$ cat src/hdl/afsm_pkg.sv
// types, constants and register indexes of the frame sequencer and mixer
// no dependencies
`default_nettype none

package afsm_pkg;

  localparam int TICKS_PER_STEP = 8192;
  localparam int SEQ_STEPS      = 8;
  localparam int DIV_W          = $clog2(TICKS_PER_STEP);
  localparam int STEP_W         = $clog2(SEQ_STEPS);

  localparam logic [STEP_W-1:0] SWEEP_STEP_A = STEP_W'(2);
  localparam logic [STEP_W-1:0] SWEEP_STEP_B = STEP_W'(6);
  localparam logic [STEP_W-1:0] ENV_STEP     = STEP_W'(7);

  localparam int VOL_W      = 4;
  localparam int PHASE_W    = 32;
  localparam int GAIN_W     = 16;
  localparam int MASTER_W   = 3;
  localparam int PAN_W      = 8;
  localparam int SAMPLE_W   = 16;
  localparam int SUM_W      = 8;
  localparam int SCALE_W    = 13;
  localparam int PROD_W     = 30;
  localparam int GAIN_SHIFT = 8;

  localparam int CFG_ADDR_W = 3;
  localparam int CFG_DATA_W = 32;

  localparam logic [CFG_ADDR_W-1:0] CFG_AUDIO_ENABLE = 3'd0;
  localparam logic [CFG_ADDR_W-1:0] CFG_PANNING      = 3'd1;
  localparam logic [CFG_ADDR_W-1:0] CFG_MASTER_LEFT  = 3'd2;
  localparam logic [CFG_ADDR_W-1:0] CFG_MASTER_RIGHT = 3'd3;
  localparam logic [CFG_ADDR_W-1:0] CFG_SAMPLE_STEP  = 3'd4;
  localparam logic [CFG_ADDR_W-1:0] CFG_OUTPUT_GAIN  = 3'd5;

  localparam logic [PHASE_W-1:0] SAMPLE_STEP_RESET = 32'd45158;
  localparam logic [GAIN_W-1:0]  OUTPUT_GAIN_RESET = 16'd17476;

  typedef struct packed {
    logic [VOL_W-1:0] vol_ch1;
    logic [VOL_W-1:0] vol_ch2;
    logic [VOL_W-1:0] vol_ch3;
    logic [VOL_W-1:0] vol_ch4;
    logic [3:0]       dac_mask;
  } tick_t;

  typedef struct packed {
    logic                       clock_sweep;
    logic                       clock_length;
    logic                       clock_envelope;
    logic                       sample_valid;
    logic signed [SAMPLE_W-1:0] sample_left;
    logic signed [SAMPLE_W-1:0] sample_right;
  } result_t;

  typedef struct packed {
    logic capture;
    logic scale;
    logic gain;
    logic load;
  } ctl_t;

endpackage

`default_nettype wire

$ cat src/hdl/apu_frame_sequencer_mixer_top.sv
// top level of the sound frame sequencer and stereo mixer
// depends on afsm_pkg, afsm_ctrl and afsm_datapath
`default_nettype none

// One tick beat produces exactly one result beat carrying the sweep, length
// and envelope strobes and, when audio is enabled and the phase accumulator
// carries, a saturated stereo sample. A tick runs through capture (counters,
// phase and channel sums), the master-volume multiply, the gain multiply, and
// the load into the output register, which waits while that register is held.
// The next tick is taken in the cycle after the load, while the result may
// still wait in the output register. Configuration writes are registered.
module apu_frame_sequencer_mixer_top
  import afsm_pkg::*;
(
  input  wire logic                  clk,
  input  wire logic                  rst,
  input  wire logic                  cfg_we,
  input  wire logic [CFG_ADDR_W-1:0] cfg_index,
  input  wire logic [CFG_DATA_W-1:0] cfg_data,
  input  wire logic                  tick_valid,
  output logic                       tick_stall,
  input  wire tick_t                 tick,
  output logic                       result_valid,
  input  wire logic                  result_stall,
  output result_t                    result
);

  ctl_t ctl;
  logic out_free;

  afsm_ctrl u_ctrl (
    .clk        (clk),
    .rst        (rst),
    .tick_valid (tick_valid),
    .tick_stall (tick_stall),
    .out_free   (out_free),
    .ctl        (ctl)
  );

  afsm_datapath u_datapath (
    .clk          (clk),
    .rst          (rst),
    .cfg_we       (cfg_we),
    .cfg_index    (cfg_index),
    .cfg_data     (cfg_data),
    .tick         (tick),
    .ctl          (ctl),
    .out_free     (out_free),
    .result_valid (result_valid),
    .result_stall (result_stall),
    .result       (result)
  );

endmodule

`default_nettype wire

$ cat src/hdl/afsm_ctrl.sv
// controller: sequences capture, two multiply steps and the output load
// depends on afsm_pkg
`default_nettype none

module afsm_ctrl
  import afsm_pkg::*;
(
  input  wire logic clk,
  input  wire logic rst,
  input  wire logic tick_valid,
  output logic      tick_stall,
  input  wire logic out_free,
  output ctl_t      ctl
);

  localparam logic [1:0] ST_IDLE  = 2'd0;
  localparam logic [1:0] ST_SCALE = 2'd1;
  localparam logic [1:0] ST_GAIN  = 2'd2;
  localparam logic [1:0] ST_LOAD  = 2'd3;

  logic [1:0] state;
  logic [1:0] state_next;

  always_comb begin
    state_next  = state;
    ctl         = '0;
    unique case (state)
      ST_IDLE: begin
        if (tick_valid) begin
          ctl.capture = 1'b1;
          state_next  = ST_SCALE;
        end
      end
      ST_SCALE: begin
        ctl.scale  = 1'b1;
        state_next = ST_GAIN;
      end
      ST_GAIN: begin
        ctl.gain   = 1'b1;
        state_next = ST_LOAD;
      end
      ST_LOAD: begin
        if (out_free) begin
          ctl.load   = 1'b1;
          state_next = ST_IDLE;
        end
      end
      default: state_next = ST_IDLE;
    endcase
  end

  assign tick_stall = (state != ST_IDLE);

  always_ff @(posedge clk) begin
    if (rst) begin
      state <= ST_IDLE;
    end else begin
      state <= state_next;
    end
  end

endmodule

`default_nettype wire

$ cat src/hdl/afsm_datapath.sv
// datapath: config registers, sequencer counters, phase accumulator,
// mixer multiplies and the output register; depends on afsm_pkg
`default_nettype none

module afsm_datapath
  import afsm_pkg::*;
(
  input  wire logic                  clk,
  input  wire logic                  rst,
  input  wire logic                  cfg_we,
  input  wire logic [CFG_ADDR_W-1:0] cfg_index,
  input  wire logic [CFG_DATA_W-1:0] cfg_data,
  input  wire tick_t                 tick,
  input  wire ctl_t                  ctl,
  output logic                       out_free,
  output logic                       result_valid,
  input  wire logic                  result_stall,
  output result_t                    result
);

  logic                audio_enable;
  logic [PAN_W-1:0]    panning;
  logic [MASTER_W-1:0] master_left;
  logic [MASTER_W-1:0] master_right;
  logic [PHASE_W-1:0]  sample_step;
  logic [GAIN_W-1:0]   output_gain;

  logic [DIV_W-1:0]    seq_divider;
  logic [STEP_W-1:0]   seq_step;
  logic [PHASE_W-1:0]  sample_phase;

  logic                sweep;
  logic                length;
  logic                envelope;
  logic                sample_due;
  logic signed [SUM_W-1:0]   sum_l;
  logic signed [SUM_W-1:0]   sum_r;
  logic signed [SCALE_W-1:0] scale_l;
  logic signed [SCALE_W-1:0] scale_r;
  logic signed [PROD_W-1:0]  prod_l;
  logic signed [PROD_W-1:0]  prod_r;

  logic [DIV_W:0]      div_inc;
  logic                wrap;
  logic [PHASE_W:0]    phase_sum;
  logic [3:0]          factor_l;
  logic [3:0]          factor_r;

  function automatic logic signed [SUM_W-1:0] side_sum(tick_t t, logic [3:0] route);
    logic signed [SUM_W-1:0] acc;
    logic [VOL_W-1:0]        vols [4];
    vols[0] = t.vol_ch1;
    vols[1] = t.vol_ch2;
    vols[2] = t.vol_ch3;
    vols[3] = t.vol_ch4;
    acc = '0;
    for (int n = 0; n < 4; n++) begin
      if (t.dac_mask[n] && route[n]) begin
        acc = acc + (signed'({3'b000, vols[n], 1'b0}) - SUM_W'(15));
      end
    end
    return acc;
  endfunction

  function automatic logic signed [SAMPLE_W-1:0] saturate(logic signed [PROD_W-1:0] p);
    logic signed [PROD_W-GAIN_SHIFT-1:0] q;
    q = p[PROD_W-1:GAIN_SHIFT];
    if (q > (PROD_W-GAIN_SHIFT)'(32767)) begin
      return SAMPLE_W'(32767);
    end else if (q < -(PROD_W-GAIN_SHIFT)'(32768)) begin
      return {1'b1, {(SAMPLE_W-1){1'b0}}};
    end else begin
      return q[SAMPLE_W-1:0];
    end
  endfunction

  assign div_inc   = {1'b0, seq_divider} + (DIV_W+1)'(1);
  assign wrap      = (div_inc == (DIV_W+1)'(TICKS_PER_STEP));
  assign phase_sum = {1'b0, sample_phase} + {1'b0, sample_step};
  assign factor_l  = {1'b0, master_left} + 4'd1;
  assign factor_r  = {1'b0, master_right} + 4'd1;
  assign out_free  = !result_valid || !result_stall;

  // configuration
  always_ff @(posedge clk) begin
    if (rst) begin
      audio_enable <= 1'b0;
      panning      <= '0;
      master_left  <= '0;
      master_right <= '0;
      sample_step  <= SAMPLE_STEP_RESET;
      output_gain  <= OUTPUT_GAIN_RESET;
    end else if (cfg_we) begin
      unique case (cfg_index)
        CFG_AUDIO_ENABLE: audio_enable <= cfg_data[0];
        CFG_PANNING:      panning      <= cfg_data[PAN_W-1:0];
        CFG_MASTER_LEFT:  master_left  <= cfg_data[MASTER_W-1:0];
        CFG_MASTER_RIGHT: master_right <= cfg_data[MASTER_W-1:0];
        CFG_SAMPLE_STEP:  sample_step  <= cfg_data[PHASE_W-1:0];
        CFG_OUTPUT_GAIN:  output_gain  <= cfg_data[GAIN_W-1:0];
        default: ;
      endcase
    end
  end

  // sequencer and phase state
  always_ff @(posedge clk) begin
    if (rst) begin
      seq_divider  <= '0;
      seq_step     <= '0;
      sample_phase <= '0;
    end else if (ctl.capture && audio_enable) begin
      seq_divider  <= wrap ? '0 : div_inc[DIV_W-1:0];
      if (wrap) begin
        seq_step <= seq_step + STEP_W'(1);
      end
      sample_phase <= phase_sum[PHASE_W-1:0];
    end
  end

  // per-tick work registers
  always_ff @(posedge clk) begin
    if (ctl.capture) begin
      sweep      <= audio_enable && wrap &&
                    (seq_step == SWEEP_STEP_A || seq_step == SWEEP_STEP_B);
      length     <= audio_enable && wrap && !seq_step[0];
      envelope   <= audio_enable && wrap && (seq_step == ENV_STEP);
      sample_due <= audio_enable && phase_sum[PHASE_W];
      sum_l      <= side_sum(tick, panning[7:4]);
      sum_r      <= side_sum(tick, panning[3:0]);
    end
    if (ctl.scale) begin
      scale_l <= SCALE_W'(sum_l) * SCALE_W'(signed'({1'b0, factor_l}));
      scale_r <= SCALE_W'(sum_r) * SCALE_W'(signed'({1'b0, factor_r}));
    end
    if (ctl.gain) begin
      prod_l <= PROD_W'(scale_l) * PROD_W'(signed'({1'b0, output_gain}));
      prod_r <= PROD_W'(scale_r) * PROD_W'(signed'({1'b0, output_gain}));
    end
  end

  // output register
  always_ff @(posedge clk) begin
    if (rst) begin
      result_valid <= 1'b0;
    end else if (ctl.load) begin
      result_valid <= 1'b1;
    end else if (!result_stall) begin
      result_valid <= 1'b0;
    end
  end

  always_ff @(posedge clk) begin
    if (ctl.load) begin
      result.clock_sweep    <= sweep;
      result.clock_length   <= length;
      result.clock_envelope <= envelope;
      result.sample_valid   <= sample_due;
      result.sample_left    <= sample_due ? saturate(prod_l) : '0;
      result.sample_right   <= sample_due ? saturate(prod_r) : '0;
    end
  end

endmodule

`default_nettype wire

$ cat config.mk
export PLATFORM = sky130hd
export DESIGN_NAME = apu_frame_sequencer_mixer_top
export DESIGN_NICKNAME = d
export VERILOG_FILES = /design/src/hdl/afsm_pkg.sv /design/src/hdl/apu_frame_sequencer_mixer_top.sv /design/src/hdl/afsm_ctrl.sv /design/src/hdl/afsm_datapath.sv
export SDC_FILE = /design/constraint.sdc
export NUM_CORES = 2
export LEC_CHECK = 0
export ABC_AREA = 1
export BUFFER_PORTS_ARGS = -buffer_cell sky130_fd_sc_hd__buf_4
export CAP_MARGIN = 0
export CELL_PAD_IN_SITES_DETAIL_PLACEMENT = 1
export CELL_PAD_IN_SITES_GLOBAL_PLACEMENT = 2
export CORE_MARGIN = 2
export CORE_UTILIZATION = 39
export DETAILED_ROUTE_END_ITERATION = 10
export GPL_ROUTABILITY_DRIVEN = 0
export PLACE_DENSITY = 0.92
export REMOVE_ABC_BUFFERS = 1
export SLEW_MARGIN = 10
export SYNTH_ARGS = -nofsm -noshare
export SYNTH_HDL_FRONTEND = slang
export SYNTH_SLANG_ARGS = --single-unit
$ cat constraint.sdc
create_clock -name clk -period 7.7 [get_ports clk]
set_input_delay 1.54 -clock clk [delete_from_list [all_inputs] [get_ports clk]]
set_output_delay 1.54 -clock clk [all_outputs]
set_load 0.01 [all_outputs]
==> results.md <==
* Final Hold Viols at 0
* Worst R2R Setup Slack at 1.74 ns
* Design Area, Final at 0.0326 sq mm
* Post-DP Area at 0.0316 sq mm
* Leak at 17.8 nW
* Post-CTS Setup Inserts at 0
* Cts bufs inserted at 31
* Tightest Hold Check Type: register to register
* Post-DP HPWL at just under 70000 microns
* Hold WS at 0.422 ns
* Final wirelength at roughly 83000 microns
* CTS Sinks at 240
* Critical path required time at ~8.1 ns
* Total chip power at roughly 16 mW
* Worst EP arrival at around 6.3 ns
* Max Root-Sink Buffers at 3
* Final setup violation count at 0
* Syn_area_per_cell at about 7.7 sq um
* Largest net degree at the start of global routing at between 80 and 90
* Synth unique cells at 46
* IO Port Bufs at 97
* Worst setup endpoint: u_datapath.prod_l[25]
* Core Footprint at about 0.076 sq mm
* Leading area contributor after synthesis: fa_1
* R2R cell count at 19
* Commonest cells after routing, fill and taps aside: nand2_1, inv_1, fa_1
* Row Count at roughly 100
* Switching Fraction at between 50% and 60%
* Critical Path Sink Type: register
* Status: finished, final reports clean
* Post-synth ARST share at 0%
* F_max at 168 MHz
* H-tree depth at 1
* Post-route setup TNS at 0 ns
* Via/cell ratio at roughly 5
* CP cell instances: buf_4, nand2_1, inv_1, fa_1, inv_1, fa_1, inv_1, fa_1, fa_1, fa_1, fa_1, ha_1, nand2_1, nand2_1, a31oi_1, o21ai_0, a21oi_1, nand2_1, xor2_1
* Reg2reg start: u_datapath.output_gain[9]
* Post-layout util at 42.9%
* Number of synthesized flops with an enable pin at around 130
* Final period util at 77.4%
* # DRC at 0
* Combinational power share at 75.0%
* Syn-to-layout area delta at 9.03%
* Number of synthesis warnings at 0
* Die span in y at 281 microns
* CP dominant cell by count: fa_1
* Clock transition at the registers of the reported paths at roughly 0.060 ns
* Wire length per cell at 16.7 microns
* Flops & latches, synth at 240
* Crit path from: u_datapath.output_gain[9]
* P_int at 7.23 mW
* Final min period at 5.96 ns
* Vias at approximately 24000
* Sequential power share at 16.0%
* I/O pin cnt at 98
* CP Class: register to register
* GRT overflow at 0
* Fillers at roughly 9400
* Clock power share at 9.0%
* Most common cell after layout, fill and taps aside: nand2_1
* Initial Utilization at 39.3%
* Nets at 4649
* Slew at the pin closest to its max-slew limit at just under 1 ns
* Antenna diodes at 0
* Worst vdd ir at approximately 460 uV
* Netlist Area Pre-Place at 0.0299 sq mm
* Seq/Total Area, Yosys at 20.3%
* Total Routing Usage GR at 21.7%
* CP max-delay cell: dfxtp_1
* Final Instance Count excl. Fillers at ~5000
* Width of the chip at 281 microns
* TritonCTS clock tree: yes
* DP Worst Slack at approximately 1.8 ns
* Worst-skew pair later-pin latency at 0.62 ns
* Main synth FF type: edfxtp_1
* First-pass GRT wire length at 137000 microns
* Top-area cell type share of the netlist area at 23.3%
* Remaining antenna violation count after routing at 0
* Iter 0 DRT Violations at around 1000
* RSZ-0062 raised after global routing: no
* Worst R2R End: u_datapath.prod_l[25]
* Startpoint types: register
* Main area contributors after synthesis: fa_1, ha_1, edfxtp_1
* DP Cell Count at between 4000 and 5000
* Vias in the first global route at 26300
* Post-CTS Hold Fix Bufs at 0
* CP peak stage delay at 0.97 ns
* CP max FO at 20
* Root buf cell: clkbuf_16
* Syn Inst Count at 3898
* Post-CTS sizing at 0
* Initial antenna violation count at 3
* Normalized max-slew margin at 34.3%
* DRT Pass-1 Iters at 5
* Skew final at roughly 0.017 ns
* Slew Limit Fails at 0
* Share of cells above drive strength 1 at 5.09%
* Die area at 0.0788 sq mm
* Max-cap violations at 0
* Pwr Density at 483 mW/mm^2
* Setup ws final at 1.74 ns
* Net switching power at 8.50 mW
worst min-delay path by stage:
stage | start | to | slack, ns | cells after the start
final | u_datapath.envelope | u_datapath.result[33] | 0.42 | 0
after global routing | u_datapath.envelope | u_datapath.result[33] | 0.43 | 0
after CTS | u_datapath.envelope | u_datapath.result[33] | 0.42 | 0
after detailed placement | u_datapath.sweep | u_datapath.result[35] | 0.41 | 0
after global placement | u_datapath.sweep | u_datapath.result[35] | 0.40 | 0
after floorplan | u_datapath.envelope | u_datapath.result[33] | 0.40 | 0
layout make-up:
type                            instances  area, sq um  share of cell area [%]
Clock inverter                         25          186                   0.572
Clock buffer                           33          783                    2.40
Inverter                              886         3330                    10.2
Timing Repair Buffer                  122          916                    2.81
Tap cell                             1030         1290                    3.96
Multi-Input combinational cell       2642        20000                    61.4
Sequential cell                       240         6070                    18.6
worst max-delay path: cells and delay by family, from the launching register on:
family | cells | cell delay [ns]
AOI/OAI and AO/OA | 3 | 0.63
xor gates and xnor gates | 1 | 0.14
adders and majority gates | 7 | 3.07
buffers and inverters | 4 | 0.58
DFF | 1 | 0.97
and+or+nand+nor | 4 | 0.33
power by group through the flow:
stage	registers, mW	clock network [mW]	logic [mW]
finish	2.52	1.42	11.8
global route	2.54	1.51	13.4
CTS	2.51	1.47	11.9
detailed placement	2.54	0	11.8
global placement	2.53	0	11.5
floorplan	2.38	0	8.32
kinds of logic after synthesis:
group	synth area share, %
xor+xnor	3.17
simple gates	19.4
fa+ha+maj	36.6
buf+inv	12.8
flops	20.3
compound gates	7.71
sequential cells by signal, indices dropped and copies added, names as in the netlist, 2 cells and up:
| signal | flops |
|---|---|
| u_datapath.master_right | 3 |
| u_datapath.master_left | 3 |
| u_datapath.seq_step | 3 |
| u_datapath.output_gain | 16 |
| u_datapath.prod_r | 22 |
| u_datapath.panning | 8 |
| u_datapath.sum_l | 8 |
| u_datapath.result | 36 |
| u_datapath.sample_step | 32 |
| u_datapath.seq_divider | 13 |
| u_datapath.scale_r | 13 |
| u_datapath.scale_l | 13 |
| u_datapath.sample_phase | 32 |
| u_datapath.sum_r | 8 |
| u_ctrl.state | 2 |
| u_datapath.prod_l | 22 |
Yosys cell counts, types with 2 or more instances:
cell type and instances:
a211oi_1 2, a21boi_0 4, a21o_1 12, a21oi_1 182, a31o_2 2, a31oi_1 9
and2_1 5, buf_2 4, clkbuf_1 125, clkinv_1 3, dfxtp_1 114, edfxtp_1 126
fa_1 347, ha_1 319, inv_1 882, nand2_1 928, nand2_2 12, nand3_1 125
nand3b_1 5, nand4_1 19, nor2_1 313, nor3_1 30, nor4_1 3, o2111ai_1 2
o211ai_1 5, o21a_1 14, o21ai_0 142, o21ai_1 5, o21bai_1 30, o31ai_1 3
or2_1 2, or2_2 4, xnor2_1 34, xor2_1 74
metal layers:
layer / wire length, microns / vias to the layer above / global-route usage (%)
met3: 3330 / 99 / 2.28
met5: 0 / - / 0
li1: - / 11900 / -
met4: 1660 / 0 / 4.13
met1: 38400 / 12000 / 29.0
met2: 40000 / 422 / 38.1
Power figures use the tool's default switching activity.
